<file path="config.mk">
export PLATFORM = sky130hd
export DESIGN_NAME = countdown_issue_queue
export DESIGN_NICKNAME = d
export VERILOG_FILES = /design/src/rtl/ciq_pkg.sv /design/src/rtl/ciq_cell.sv /design/src/rtl/countdown_issue_queue.sv
export SDC_FILE = /design/constraint.sdc
export NUM_CORES = 1
export LEC_CHECK = 0
export BUFFER_PORTS_ARGS = -buffer_cell sky130_fd_sc_hd__buf_4
export CORE_ASPECT_RATIO = 0.5
export CORE_MARGIN = 10
export CORE_UTILIZATION = 40
export DETAILED_ROUTE_END_ITERATION = 8
export GPL_TIMING_DRIVEN = 0
export PLACE_DENSITY_LB_ADDON = 0.08
export SYNTH_ARGS = -nofsm -noshare
export SYNTH_HDL_FRONTEND = slang
export SYNTH_SLANG_ARGS = --single-unit
export TNS_END_PERCENT = 1
</file>
<file path="constraint.sdc">
create_clock -name clk -period 6.9 [get_ports clk]
set_input_delay 0.345 -clock clk [delete_from_list [all_inputs] [get_ports clk]]
set_output_delay 0.345 -clock clk [all_outputs]
set_load 0.02 [all_outputs]
</file>
<file path="src/rtl/ciq_pkg.sv">
// Package of types, constants and helpers shared by the countdown issue queue.
`timescale 1ns / 1ps

package ciq_pkg;

  // Queue geometry and field widths.
  localparam int DEPTH      = 16;
  localparam int TAG_BITS   = 16;
  localparam int COUNT_BITS = 8;
  localparam int IDX_W      = (DEPTH > 1) ? $clog2(DEPTH) : 1;
  localparam int OCC_W      = $clog2(DEPTH + 1);
  localparam int CW         = COUNT_BITS + 1;

  // Input transaction kinds.
  localparam logic [1:0] KIND_ADD   = 2'd0;
  localparam logic [1:0] KIND_TICK  = 2'd1;
  localparam logic [1:0] KIND_FETCH = 2'd2;

  // Result status codes.
  localparam logic [1:0] ST_ACCEPT = 2'd0;
  localparam logic [1:0] ST_DROP   = 2'd1;
  localparam logic [1:0] ST_READY  = 2'd2;
  localparam logic [1:0] ST_NONE   = 2'd3;

  // Most negative countdown value; decrements saturate here.
  localparam logic signed [CW-1:0] CNT_MIN = {1'b1, {(CW-1){1'b0}}};

  // One queue entry.
  typedef struct packed {
    logic [TAG_BITS-1:0]  tag;
    logic signed [CW-1:0] half;
    logic signed [CW-1:0] full;
  } ciq_entry_t;

  // Control broadcast to every cell of the chain.
  typedef struct packed {
    logic             tick;
    logic             shift;
    logic             wr;
    logic [IDX_W-1:0] wr_idx;
  } ciq_ctrl_t;

  // Saturating decrement of a countdown.
  function automatic logic signed [CW-1:0] dec_sat(input logic signed [CW-1:0] v);
    logic signed [CW-1:0] r;
    if (v == CNT_MIN) begin
      r = v;
    end else begin
      r = v - CW'(1);
    end
    return r;
  endfunction

endpackage

</file>
<file path="src/rtl/ciq_cell.sv">
// One slot of the queue chain: holds an entry and takes its neighbour's each shift.
`timescale 1ns / 1ps

module ciq_cell
  import ciq_pkg::*;
(
  input  logic             clk,
  input  logic [IDX_W-1:0] my_idx,
  input  ciq_ctrl_t        ctrl,
  input  ciq_entry_t       wr_data,
  input  ciq_entry_t       nbr_data,
  output ciq_entry_t       ent,
  output logic             ready
);

  ciq_entry_t ent_r;
  ciq_entry_t ent_nxt;

  // A tick decrements both countdowns; a targeted write beats a shift.
  always_comb begin
    ent_nxt = ent_r;
    if (ctrl.tick) begin
      ent_nxt.half = dec_sat(ent_r.half);
      ent_nxt.full = dec_sat(ent_r.full);
    end else if (ctrl.wr && (ctrl.wr_idx == my_idx)) begin
      ent_nxt = wr_data;
    end else if (ctrl.shift) begin
      ent_nxt = nbr_data;
    end
  end

  always_ff @(posedge clk) begin
    ent_r <= ent_nxt;
  end

  assign ent   = ent_r;
  // The entry is ready once its half countdown is zero or negative.
  assign ready = ent_r.half[CW-1] | (ent_r.half == '0);

endmodule

</file>
<file path="src/rtl/countdown_issue_queue.sv">
// Top level of the countdown issue queue: control sequencer around a chain of cells.
//
//  Channel  | Ports                                         | Handshake
//  ---------+-----------------------------------------------+-----------------------------
//  input    | in_kind, in_instr_tag, in_countdown           | start high while busy low
//  result   | out_status, out_tag, out_countdown, out_last  | out_valid for one cycle
//
// An add or a tick leaves busy low, and the add's result appears in the following
// cycle. A fetch with nothing ready gives its result in the next cycle. Otherwise
// busy goes high and the chain rotates once per queued entry, one result leaving
// per ready one. Reset empties the queue; the receiver cannot stall the results.
`timescale 1ns / 1ps

module countdown_issue_queue
  import ciq_pkg::*;
(
  input  logic                 clk,
  input  logic                 rst_n,
  input  logic                 start,
  output logic                 busy,
  input  logic [1:0]           in_kind,
  input  logic [TAG_BITS-1:0]  in_instr_tag,
  input  logic [COUNT_BITS-1:0] in_countdown,
  output logic                 out_valid,
  output logic [1:0]           out_status,
  output logic [TAG_BITS-1:0]  out_tag,
  output logic signed [CW-1:0] out_countdown,
  output logic                 out_last
);

  // Control registers.
  logic             busy_r, busy_nxt;
  logic [OCC_W-1:0] occ_r, occ_nxt;
  logic [OCC_W-1:0] rem_r, rem_nxt;
  logic [OCC_W-1:0] kept_r, kept_nxt;
  logic             out_valid_r, out_valid_nxt;

  // Result payload registers.
  logic [1:0]           out_status_r, out_status_nxt;
  logic [TAG_BITS-1:0]  out_tag_r, out_tag_nxt;
  logic signed [CW-1:0] out_count_r, out_count_nxt;
  logic                 out_last_r, out_last_nxt;

  ciq_ctrl_t    ctrl;
  ciq_entry_t   wr_data;
  ciq_entry_t   cell_ent [DEPTH];
  logic [DEPTH-1:0] cell_ready;
  logic         accept;
  logic [OCC_W-1:0] limit;
  logic         any_ready;
  logic         other_ready;
  logic [OCC_W-1:0] tail_pos;

  assign accept = start & ~busy_r;

  // The chain of cells; the last one takes in a blank entry on a shift.
  for (genvar i = 0; i < DEPTH; i++) begin : g_cell
    ciq_entry_t nbr;
    if (i == DEPTH - 1) begin : g_end
      assign nbr = '0;
    end else begin : g_mid
      assign nbr = cell_ent[i+1];
    end
    ciq_cell u_cell (
      .clk      (clk),
      .my_idx   (IDX_W'(i)),
      .ctrl     (ctrl),
      .wr_data  (wr_data),
      .nbr_data (nbr),
      .ent      (cell_ent[i]),
      .ready    (cell_ready[i])
    );
  end

  // Ready entries among those still to be examined.
  assign limit = busy_r ? rem_r : occ_r;

  always_comb begin
    any_ready   = 1'b0;
    other_ready = 1'b0;
    for (int i = 0; i < DEPTH; i++) begin
      if (cell_ready[i] && (OCC_W'(i) < limit)) begin
        any_ready = 1'b1;
        if (i != 0) begin
          other_ready = 1'b1;
        end
      end
    end
  end

  // A kept entry goes behind the survivors, after the unexamined ones.
  assign tail_pos = rem_r - OCC_W'(1) + kept_r;

  // Sequencer.
  always_comb begin
    busy_nxt       = busy_r;
    occ_nxt        = occ_r;
    rem_nxt        = rem_r;
    kept_nxt       = kept_r;
    out_valid_nxt  = 1'b0;
    out_status_nxt = ST_NONE;
    out_tag_nxt    = '0;
    out_count_nxt  = '0;
    out_last_nxt   = 1'b1;
    ctrl           = '0;
    wr_data.tag    = in_instr_tag;
    wr_data.full   = CW'(in_countdown);
    wr_data.half   = CW'(in_countdown >> 1);

    if (busy_r) begin
      // One rotation step: the head leaves either as a result or to the tail.
      ctrl.shift = 1'b1;
      wr_data    = cell_ent[0];
      if (cell_ready[0]) begin
        out_valid_nxt  = 1'b1;
        out_status_nxt = ST_READY;
        out_tag_nxt    = cell_ent[0].tag;
        out_count_nxt  = cell_ent[0].full;
        out_last_nxt   = ~other_ready;
      end else begin
        ctrl.wr     = 1'b1;
        ctrl.wr_idx = tail_pos[IDX_W-1:0];
        kept_nxt    = kept_r + OCC_W'(1);
      end
      rem_nxt = rem_r - OCC_W'(1);
      if (rem_r == OCC_W'(1)) begin
        busy_nxt = 1'b0;
        occ_nxt  = kept_nxt;
      end
    end else if (accept) begin
      case (in_kind)
        KIND_ADD: begin
          out_valid_nxt = 1'b1;
          if (occ_r == OCC_W'(DEPTH)) begin
            out_status_nxt = ST_DROP;
          end else begin
            out_status_nxt = ST_ACCEPT;
            ctrl.wr        = 1'b1;
            ctrl.wr_idx    = occ_r[IDX_W-1:0];
            occ_nxt        = occ_r + OCC_W'(1);
          end
        end
        KIND_TICK: begin
          ctrl.tick = 1'b1;
        end
        KIND_FETCH: begin
          if (any_ready) begin
            busy_nxt = 1'b1;
            rem_nxt  = occ_r;
            kept_nxt = '0;
          end else begin
            out_valid_nxt  = 1'b1;
            out_status_nxt = ST_NONE;
          end
        end
        default: begin
          // Unused kind: no state change and no result.
        end
      endcase
    end
  end

  // Control state.
  always_ff @(posedge clk) begin
    if (!rst_n) begin
      busy_r      <= 1'b0;
      occ_r       <= '0;
      rem_r       <= '0;
      kept_r      <= '0;
      out_valid_r <= 1'b0;
    end else begin
      busy_r      <= busy_nxt;
      occ_r       <= occ_nxt;
      rem_r       <= rem_nxt;
      kept_r      <= kept_nxt;
      out_valid_r <= out_valid_nxt;
    end
  end

  // Result payload.
  always_ff @(posedge clk) begin
    out_status_r <= out_status_nxt;
    out_tag_r    <= out_tag_nxt;
    out_count_r  <= out_count_nxt;
    out_last_r   <= out_last_nxt;
  end

  assign busy          = busy_r;
  assign out_valid     = out_valid_r;
  assign out_status    = out_status_r;
  assign out_tag       = out_tag_r;
  assign out_countdown = out_count_r;
  assign out_last      = out_last_r;

endmodule
</file>
Yosys cells after proc, flatten, opt, wreduce, memory -nomap -nowiden

Cells that the tools add are included.

Input bits: 29
Word-level logic and storage cells: 502
Register bits after elaboration: 589
Output and inout bits: 30

Bitwise operators: 20
Add/sub/neg operators: 36
Equal/unequal tests: 85
Multiplexer cells: 151
Reduce and logical (&&, ||, !) cells: 137
Order comparisons: 16

Operators by type and width:

| cell                                                      | number |
|---|---|
| 2-to-1 mux 34 bit                                         | 33 |
| == test 9 bit, second input constant                      | 32 |
| 2-to-1 mux 18 bit                                         | 16 |
| 2-to-1 mux 9 bit                                          | 32 |
| subtractor 9 x 2 -> 9 bit, second input constant          | 32 |
| zero test 9 bit                                           | 16 |
| 2-to-1 mux 5 bit                                          | 20 |
| AND reduction 2 bit                                       | 49 |
| != test 2 bit, second input constant                      | 33 |
| nonzero test 3 bit                                        | 16 |
| 2-to-1 mux 1 bit                                          | 46 |
| less-than comparator 4 x 5 -> 1 bit, first input constant | 8 |
| nonzero test 2 bit                                        | 20 |
| == test 4 bit, second input constant                      | 8 |
| logical AND 1 bit                                         | 32 |
| less-than comparator 3 x 5 -> 1 bit, first input constant | 4 |
| == test 4 x 3 -> 1 bit, second input constant             | 4 |
| OR 1 bit                                                  | 16 |
| adder 5 x 1 -> 5 bit, second input constant               | 2 |
| less-than comparator 1 x 5 -> 1 bit, first input constant | 2 |
| less-than comparator 2 x 5 -> 1 bit, first input constant | 2 |
| == test 4 x 2 -> 1 bit, second input constant             | 2 |
| 2-to-1 mux 2 bit                                          | 3 |
| == test 5 x 1 -> 1 bit, second input constant             | 1 |
| other kinds (14)                                          | 16 |

Longest topological paths before layout

Gate-level depths: netlist of run 1.

Depth after elaboration: 23
Mapped depth: 14
Mapped depth without buffers: 11

Cells and area by module

A second synthesis of run 1 with hierarchy kept.

Cell total of the unflattened synthesis: 3562
Area, all modules: 38799.7 um^2

Modules (own cells, without submodules):

| module                          | area an instance (um^2) | times used | sequential area each (um^2) | cells an instance |
|---|---|---|---|---|
| ciq_cell (g_cell[0].u_cell ...) | 2262.2                  | 13         | 1021.0                      | 202 |
| ciq_cell (g_cell[7].u_cell ...) | 2219.6                  | 3          | 1021.0                      | 201 |
| countdown_issue_queue           | 2732.6                  | 1          | 900.9                       | 333 |

Worst setup path before layout of run 1

OpenSTA, ideal clock, no wires.

Path type: flip-flop to flip-flop
Start point: register rem_r[0]
End point: register g_cell[2].u_cell.ent_r (netlist bit g_cell[2].u_cell.ent[10]) (enable)
Data required time: 6.569 ns
Path slack: 3.103 ns
Arrival: 3.466 ns
Path buffers: 1
Library setup time: 0.331 ns
Cell stages (with the launch flop): 13
Clock period less this slack: 3.797 ns
Cells stage by stage: dfxtp_1 -> clkbuf_1 -> inv_1 -> ha_1 -> inv_1 -> fa_1 -> inv_1 -> a2111oi_2 -> nor2_1 -> or4_4 -> nor3_4 -> or2_2 -> a21o_1

Longest elaborated chain between the ends: 8

Ends and longest elaborated chain:

| what                                 | line                         | source |
|---|---|---|
| start, declared                      | countdown_issue_queue.sv:34  | `logic [OCC_W-1:0] rem_r, rem_nxt;` |
| start signal, assigned               | countdown_issue_queue.sv:174 | `rem_r <= rem_nxt;` |
| subtractor 5 x 1 -> 5 bit            | n/a                          |  |
| adder 4 bit                          | countdown_issue_queue.sv:92  | `assign tail_pos = rem_r - OCC_W'(1) + kept_r;` |
| 2-to-1 mux 5 bit                     | countdown_issue_queue.sv:114 | `if (cell_ready[0]) begin` |
| 2-to-1 mux 5 bit                     | countdown_issue_queue.sv:110 | `if (busy_r) begin` |
| == test 4 x 2 -> 1 bit               | ciq_cell.sv:25               | `end else if (ctrl.wr && (ctrl.wr_idx == my_idx)) begin` |
| logical AND 1 bit                    | ciq_cell.sv:25               |  |
| nonzero test 3 bit (no source line)  | n/a                          |  |
| AND reduction 2 bit (no source line) | n/a                          |  |
| end signal, assigned                 | ciq_cell.sv:33               | `ent_r <= ent_nxt;` |
| end, declared                        | ciq_cell.sv:16               | `ciq_entry_t ent_r;` |

Every way passes these cells.
A chain may end at the register's enable or synchronous reset.

Final worst setup path of run 1

Start point: register rem_r[1]
End point: register g_cell[15].u_cell.ent_r (netlist bit g_cell[15].u_cell.ent[14]) (enable)

Longest elaborated chain between the ends: 8

Ends and longest elaborated chain:

| what                                 | line |
|---|---|
| subtractor 5 x 1 -> 5 bit            | n/a |
| adder 4 bit                          | countdown_issue_queue.sv:92 |
| 2-to-1 mux 5 bit                     | countdown_issue_queue.sv:114 |
| 2-to-1 mux 5 bit                     | countdown_issue_queue.sv:110 |
| == test 4 bit                        | ciq_cell.sv:25 |
| logical AND 1 bit                    | ciq_cell.sv:25 |
| nonzero test 3 bit (no source line)  | n/a |
| AND reduction 2 bit (no source line) | n/a |
| end signal, assigned                 | ciq_cell.sv:33 |
| end, declared                        | ciq_cell.sv:16 |

Every way passes these cells.

==> qor.csv, run 1 <==
stage;metric;value;unit
sta;Final Hold Vio Count;0;
setup_path;Worst EP arrival;5950;ps
yosys;FF+latch count, synth;589;
die;FP Rows;73;
yosys;top-area cell type share of the netlist area;51.0;%
yosys;syn_area_per_cell;10.3;um2
pwr;Static Leakage;13.5;nW
placed_design;routability cong.;0.932;
outcome;outcome;finished clean;
clock_network;CTS resizes;0;
placed_design;Buffers on Ports;57;
placed_design;dpl hpwl;79900;um
routing;WL final;108000;um
yosys;post-synthesis cell count;3099;
routing;drt initial violations;2624;
finish;share of layout cells above drive strength 1;6.99;%
yosys;largest cells by area after synthesis;edfxtp_1 (51%), mux2i_1 (8.2%), nand2_1 (5.3%);
placed_design;# placed instances;4206;
sta;setup_tns;0;ps
yosys;post-synth top area cell;edfxtp_1;
sta;Worst Tran Pin Value;1470;ps
yosys;Post-synth EDFFs;544;
clock_network;clock sinks;589;
grt;GR Overflow Total;0;
sta;RSZ-0062 raised after global routing;false;
placed_design;pre-CTS worst setup slack;1400;ps
pwr;Tot Pwr;8.93;mW
clock_network;hold bufs inserted after CTS;0;
clock_network;Longest Clk Path Bufs;3;
yosys;Synth Net Count;3184;
setup_path;kind of critical path;reg -> reg;
yosys;Synth top cells by count;edfxtp_1 (544), nand2_1 (456), o21ai_0 (322);
grt;first-pass GRT wire length;160000;um
routing;drt first pass iters;8;
sta;max-slew violation count;0;
yosys;most common cell in the netlist;edfxtp_1;
clock_network;clock root cell;clkbuf_16;
clock_network;Clock Latency Late Sink;670;ps
yosys;Post-synth ARST share;0;%
grt;initial antenna violation count;2;
finish;Area Growth Syn to Fin;11.2;%
routing;WL/cell;25.0;um
die;IO Pins;59;
sta;Finish-stage setup viols;0;
setup_path;crit path max fanout;18;
yosys;Seq/Total Area, Yosys;53.8;%
grt;vias in the first global route;24123;
pwr;PD cells;251;nW/um2
routing;DR vias;24777;
sta;Hold Worst Slack;57.5;ps
die;Initial Utilization;40.3;%
yosys;Synth Flop Type;edfxtp_1;
routing;DRC;0;
sta;Slew Limit Headroom;2.29;%
sta;final worst slack;1270;ps
clock_network;Num CTS Buffers;58;
grt;largest net degree at the start of global routing;19;
pwr;Max IR drop VDD;0.205;mV
die;core area;79500;um2
yosys;distinct cell type count after synthesis;78;
clock_network;post-CTS setup buffer count;0;
clock_network;htree depth;2;
finish;# nets final;3301;
die;Die Height;220;um
routing;detail-routed via count per cell;5.74;
job;Max-cap violations;0;
setup_path;startpoint types;flop;
yosys;cell area after synthesis;32100;um2
clock_network;Worst-path clk slew;70;ps
setup_path;Critical Path Sink Type;flop;
setup_path;worst path required time;7220;ps
finish;fin cells;4316;
die;Die X;420;um
grt;Tot GR Track Use;22.8;%
clock_network;TritonCTS clock tree;done;
sta;Worst Skew;22.7;ps
worst_hold_path;HP Class;in -> reg;
sta;period utilisation layout;81.6;%
die;die area;92600;um2
yosys;YS warnings;0;
routing;final antenna-violating net count;0;
sta;Achievable Freq;178;MHz
sta;minimum clock period;5630;ps
cell type report:
| type | count | area (um2) |
|---|---|---|
| fill | 7635 | 43800 |
| antenna | 2 | 5.00 |
| clock inverter | 42 | 365 |
| multi-input combinational | 2218 | 13600 |
| tap | 1050 | 1310 |
| inverter | 81 | 304 |
| sequential | 589 | 17200 |
| clock buffer | 66 | 1480 |
| timing repair buffer | 57 | 428 |
| buffer | 211 | 901 |
flip-flops by register name, summed over array words and instances (netlist names):
register / cells
out_tag: 16
out_countdown: 9
busy: 1
occ_r: 5
rem_r: 5
kept_r: 5
g_cell.u_cell.ent: 544
out_last: 1
out_status: 2
out_valid: 1
report_power, final:
| group | internal (mW) | switching (mW) | total, mW |
|---|---|---|---|
| clock | 1.73 | 1.53 | 3.27 |
| combinational | 0.366 | 0.846 | 1.21 |
| sequential | 4.24 | 0.215 | 4.45 |
kinds of logic after synthesis:
family                     synth area share (%)
adders and majority gates                  2.21
and+or+nand+nor                            13.9
xor gates and xnor gates                   5.96
AOI/OAI and AO/OA                          12.1
muxes                                      8.31
DFF                                        53.8
buffers and inverters                      3.76
through the flow:
step           cell area [um2]  utilization, %
6_report                 35700            44.9
5_1_grt                  35600            44.9
4_1_cts                  35600            44.9
3_5_place_dp             33800            42.5
3_3_place_gp             33800            42.5
2_1_floorplan            32100               -
final timing paths:
kind | start | endpoint | slack [ps] | depth (start not counted)
worst max-delay path | rem_r[1] | g_cell[15].u_cell.ent[14] | 1270 | 13
worst min-delay path | in_kind[1] | out_status[1] | 60 | 3
worst max register to register | rem_r[1] | g_cell[15].u_cell.ent[14] | 1270 | 13
worst min register to register | g_cell[0].u_cell.ent[30] | out_tag[12] | 480 | 1
layout by cell type, fill, tap and decap left out, types with 25 or more instances in the layout:
| cell type | instances |
|---|---|
| nor2_1 | 244 |
| xor2_1 | 133 |
| mux2i_1 | 264 |
| xnor2_1 | 85 |
| nand2_1 | 456 |
| buf_2 | 39 |
| or3_1 | 26 |
| and2_1 | 28 |
| nand3_1 | 48 |
| buf_4 | 61 |
| edfxtp_1 | 544 |
| clkbuf_16 | 58 |
| o21ai_0 | 322 |
| nor3_1 | 76 |
| ha_1 | 55 |
| nor4_1 | 31 |
| a21oi_1 | 165 |
| inv_1 | 80 |
| dfxtp_1 | 45 |
| clkbuf_1 | 164 |
| o21ai_1 | 35 |
| a21o_1 | 25 |
worst max-delay path, stage by stage (launching register included):
cell	delay [ps]
dfxtp_1	310
clkbuf_1	390
inv_1	200
ha_1	320
inv_1	130
ha_1	250
a21o_1	150
a21oi_1	170
xnor2_1	190
o21ai_2	320
buf_2	350
nand3_1	810
nand2_1	1300
a21o_1	390
metal layers:
metal / part of all wire (%) / vias up / track usage, %
met1: 47 / 12368 / 32.9
li1: - / 11382 / -
met2: 43 / 853 / 34.8
met4: 2.9 / 0 / 6.24
met3: 7.1 / 174 / 4.57
met5: 0 / - / 0
No activity file was read; power rests on OpenSTA's default activity.
==> run 2, diff against run 1 <==
Settings changed: ABC_AREA set to 1.
Clock period 6.9 ns to 4.9 ns, I/O delays scaled along.
==> qor.csv, run 2 <==
stage;metric;value;unit;change
outcome;outcome;finished clean;;unchanged
clock_network;clock sinks;589;;unchanged
setup_path;startpoint types;flop;;unchanged
pwr;Net Sw Frac;30.5;%;was 29.0%
routing;WL/cell;17.0;um;was 25.0 um
setup_path;reg2reg start;rem_r[0];;was rem_r[1]
pwr;switching power;4.15;mW;was 2.59 mW
worst_hold_path;HP Class;in -> reg;;unchanged
yosys;syn_area_per_cell;8.11;um2;was 10.3 um2
pwr;Sequential Power Share;47.6;%;was 49.9%
finish;final instance area;37100;um2;was 35700 um2
finish;flip-flop count of the largest register after layout;544;;unchanged
pwr;Max IR drop VDD;0.279;mV;was 0.205 mV
job;Max-cap violations;0;;unchanged
sta;RSZ-0062 raised after global routing;false;;unchanged
setup_path;R2R Setup Slk;870;ps;was 1270 ps
grt;GR Overflow Total;0;;unchanged
routing;DRC;0;;unchanged
clock_network;htree depth;2;;unchanged
pwr;clock power share;33.9;%;was 36.6%
clock_network;Num CTS Buffers;58;;unchanged
yosys;Seq/Total Area, Yosys;51.8;%;was 53.8%
die;Die X;428;um;was 420 um
grt;vias in the first global route;24855;;was 24123
die;FP Rows;74;;was 73
sta;period utilisation layout;82.2;%;was 81.6%
finish;most frequent cells in the layout;nand2_1 (1377), edfxtp_1 (544), inv_1 (414), nand3_1 (340), o21ai_0 (329);;was edfxtp_1 (544), nand2_1 (456), o21ai_0 (322), mux2i_1 (264), nor2_1 (244)
die;die area;95900;um2;was 92600 um2
pwr;Static Leakage;16.2;nW;was 13.5 nW
routing;drt first pass iters;5;;was 8
sta;final worst slack;870;ps;was 1270 ps
grt;largest net degree at the start of global routing;18;;was 19
setup_path;Critical Path Sink Type;flop;;unchanged
setup_path;crit path max fanout;17;;was 18
yosys;Synth Net Count;4191;;was 3184
grt;initial antenna violation count;5;;was 2
finish;share of layout cells above drive strength 1;7.01;%;was 6.99%
sta;Worst Tran Pin Value;1460;ps;was 1470 ps
placed_design;instance area at placement;35100;um2;was 33800 um2
yosys;cell area after synthesis;33300;um2;was 32100 um2
yosys;FF+latch count, synth;589;;unchanged
setup_path;worst reg2reg endpoint;g_cell[15].u_cell.ent[2];;was g_cell[15].u_cell.ent[14]
grt;first-pass GRT wire length;142000;um;was 160000 um
clock_network;Clock Latency Late Sink;660;ps;was 670 ps
sta;max-slew violation count;0;;unchanged
yosys;post-synthesis cell count;4106;;was 3099
die;core area;82000;um2;was 79500 um2
sta;Hold Worst Slack;207;ps;was 57.5 ps
grt;Tot GR Track Use;18.6;%;was 22.8%
clock_network;hold bufs inserted after CTS;3;;was 0
sta;setup_tns;0;ps;unchanged
yosys;Post-synth EDFFs;544;;unchanged
pwr;PD cells;366;nW/um2;was 251 nW/um2
clock_network;TritonCTS clock tree;done;;unchanged
die;Initial Utilization;40.6;%;was 40.3%
placed_design;dpl hpwl;72000;um;was 79900 um
yosys;top-area cell type share of the netlist area;49.0;%;was 51.0%
worst_hold_path;Hold Path Stages;4;;was 3
sta;Achievable Freq;248;MHz;was 178 MHz
sta;Slew Limit Headroom;2.93;%;was 2.29%
sta;minimum clock period;4030;ps;was 5630 ps
sta;Final Hold Vio Count;0;;unchanged
yosys;Synth Flop Type;edfxtp_1;;unchanged
routing;detail-routed via count per cell;4.91;;was 5.74
placed_design;Buffers on Ports;57;;unchanged
yosys;largest cells by area after synthesis;edfxtp_1 (49%), nand2_1 (16%), nand3_1 (5.1%);;was edfxtp_1 (51%), mux2i_1 (8.2%), nand2_1 (5.3%)
worst_hold_path;Worst Hold End;g_cell[5].u_cell.ent[33];;was out_status[1]
finish;most common cell after layout, fill and taps aside;nand2_1;;was edfxtp_1
yosys;most common cell in the netlist;nand2_1;;was edfxtp_1
yosys;post-synth top area cell;edfxtp_1;;unchanged
yosys;Post-synth ARST share;0;%;unchanged
sta;Finish-stage setup viols;0;;unchanged
yosys;Synth top cells by count;nand2_1 (1377), edfxtp_1 (544), inv_1 (414);;was edfxtp_1 (544), nand2_1 (456), o21ai_0 (322)
routing;DR vias;26422;;was 24777
die;IO Pins;59;;unchanged
setup_path;Worst EP arrival;4360;ps;was 5950 ps
routing;WL final;91400;um;was 108000 um
clock_network;post-CTS setup buffer count;0;;unchanged
yosys;YS warnings;0;;unchanged
finish;# nets final;4314;;was 3301
die;Die Height;224;um;was 220 um
setup_path;Worst R2R Path Depth;11;;was 13
sta;Worst Skew;32.3;ps;was 22.7 ps
worst_hold_path;HP Start;in_instr_tag[15];;was in_kind[1]
clock_network;CTS resizes;0;;unchanged
placed_design;pre-CTS worst setup slack;820;ps;was 1400 ps
routing;drt initial violations;2297;;was 2624
finish;Area Growth Syn to Fin;11.3;%;was 11.2%
clock_network;clock root cell;clkbuf_16;;unchanged
placed_design;routability cong.;0.865;;was 0.932
clock_network;Longest Clk Path Bufs;3;;unchanged
yosys;distinct cell type count after synthesis;45;;was 78
pwr;Comb pwr share;18.5;%;was 13.6%
setup_path;kind of critical path;reg -> reg;;unchanged
setup_path;worst path required time;5230;ps;was 7220 ps
clock_network;Worst-path clk slew;70;ps;about the same
routing;final antenna-violating net count;0;;unchanged
pwr;P_int;9.43;mW;was 6.34 mW
[run 2: power by group through the flow]
| stage | logic, mW | clock network, mW | registers (mW) |
|---|---|---|---|
| final | 2.52 | 4.60 | 6.46 |
| after global routing | 2.87 | 4.90 | 6.52 |
| after CTS | 2.51 | 4.70 | 6.46 |
| after detailed placement | 2.49 | 0 | 6.57 |
| after global placement | 2.47 | 0 | 6.55 |
| after floorplan | 1.73 | 0 | 6.51 |
[run 2: per-stage QoR]
step	utilization [%]	instances	power, mW
after global routing	45.2	5381	14.3
after CTS	45.2	5379	13.7
after global placement	42.8	5265	9.02
after detailed placement	42.8	5266	9.06
after floorplan	-	4106	8.25
final	45.2	5382	13.6
[run 2: final cells by class]
class                      instances  area, um2
clock buffer                      75       1560
antenna                            1       2.50
inverter                         441       1660
sequential                       589      17200
multi-input combinational       2872      13600
tap                             1102       1380
fill                            8298      45000
timing repair buffer              63        478
clock inverter                    35        342
buffer                           204        853
[run 2: routing by layer]
layer / vias to the layer above / GRT usage (%) / part of all wire (%)
met4: 0 / 3.44 / 1.4
li1: 13802 / - / -
met3: 90 / 2.72 / 5.8
met1: 11936 / 28.0 / 51
met5: - / 0 / 0
met2: 594 / 28.1 / 41
[run 2: how the worst max path moves through the flow]
stage                     slack [ps]                     from  depth (start not counted)                         to
after floorplan                 1750                 rem_r[0]                         13  g_cell[12].u_cell.ent[10]
after global placement           800                 rem_r[0]                         12    g_cell[8].u_cell.ent[9]
after detailed placement         820  g_cell[0].u_cell.ent[9]                         16    g_cell[8].u_cell.ent[9]
after CTS                        800  g_cell[0].u_cell.ent[9]                         16   g_cell[8].u_cell.ent[16]
after global routing             570                 rem_r[0]                         12  g_cell[13].u_cell.ent[14]
final                            870                 rem_r[0]                         11   g_cell[15].u_cell.ent[2]
[run 2: critical path: stages (launching register included)]
cell and delay [ps]:
dfxtp_1 360, inv_1 120, ha_1 360, inv_1 90, fa_1 510, inv_1 60, o22ai_4 200, nand2_1 300
inv_2 140, nand3_1 400, nand2_1 770, or2_2 390
[run 2: cells by family (layout without fill, tap and decap cells)]
kind of cell | count (synthesis) | after routing | synth area share (%)
compound gates | 582 | 582 | 9.20
xor+xnor | 78 | 78 | 2.05
fa+ha+maj | 56 | 56 | 2.13
buf+inv | 645 | 818 | 7.55
flops | 589 | 589 | 51.8
mux | 2 | 2 | 0.0601
other cells | 0 | 1 | 0
simple gates | 2154 | 2154 | 27.3
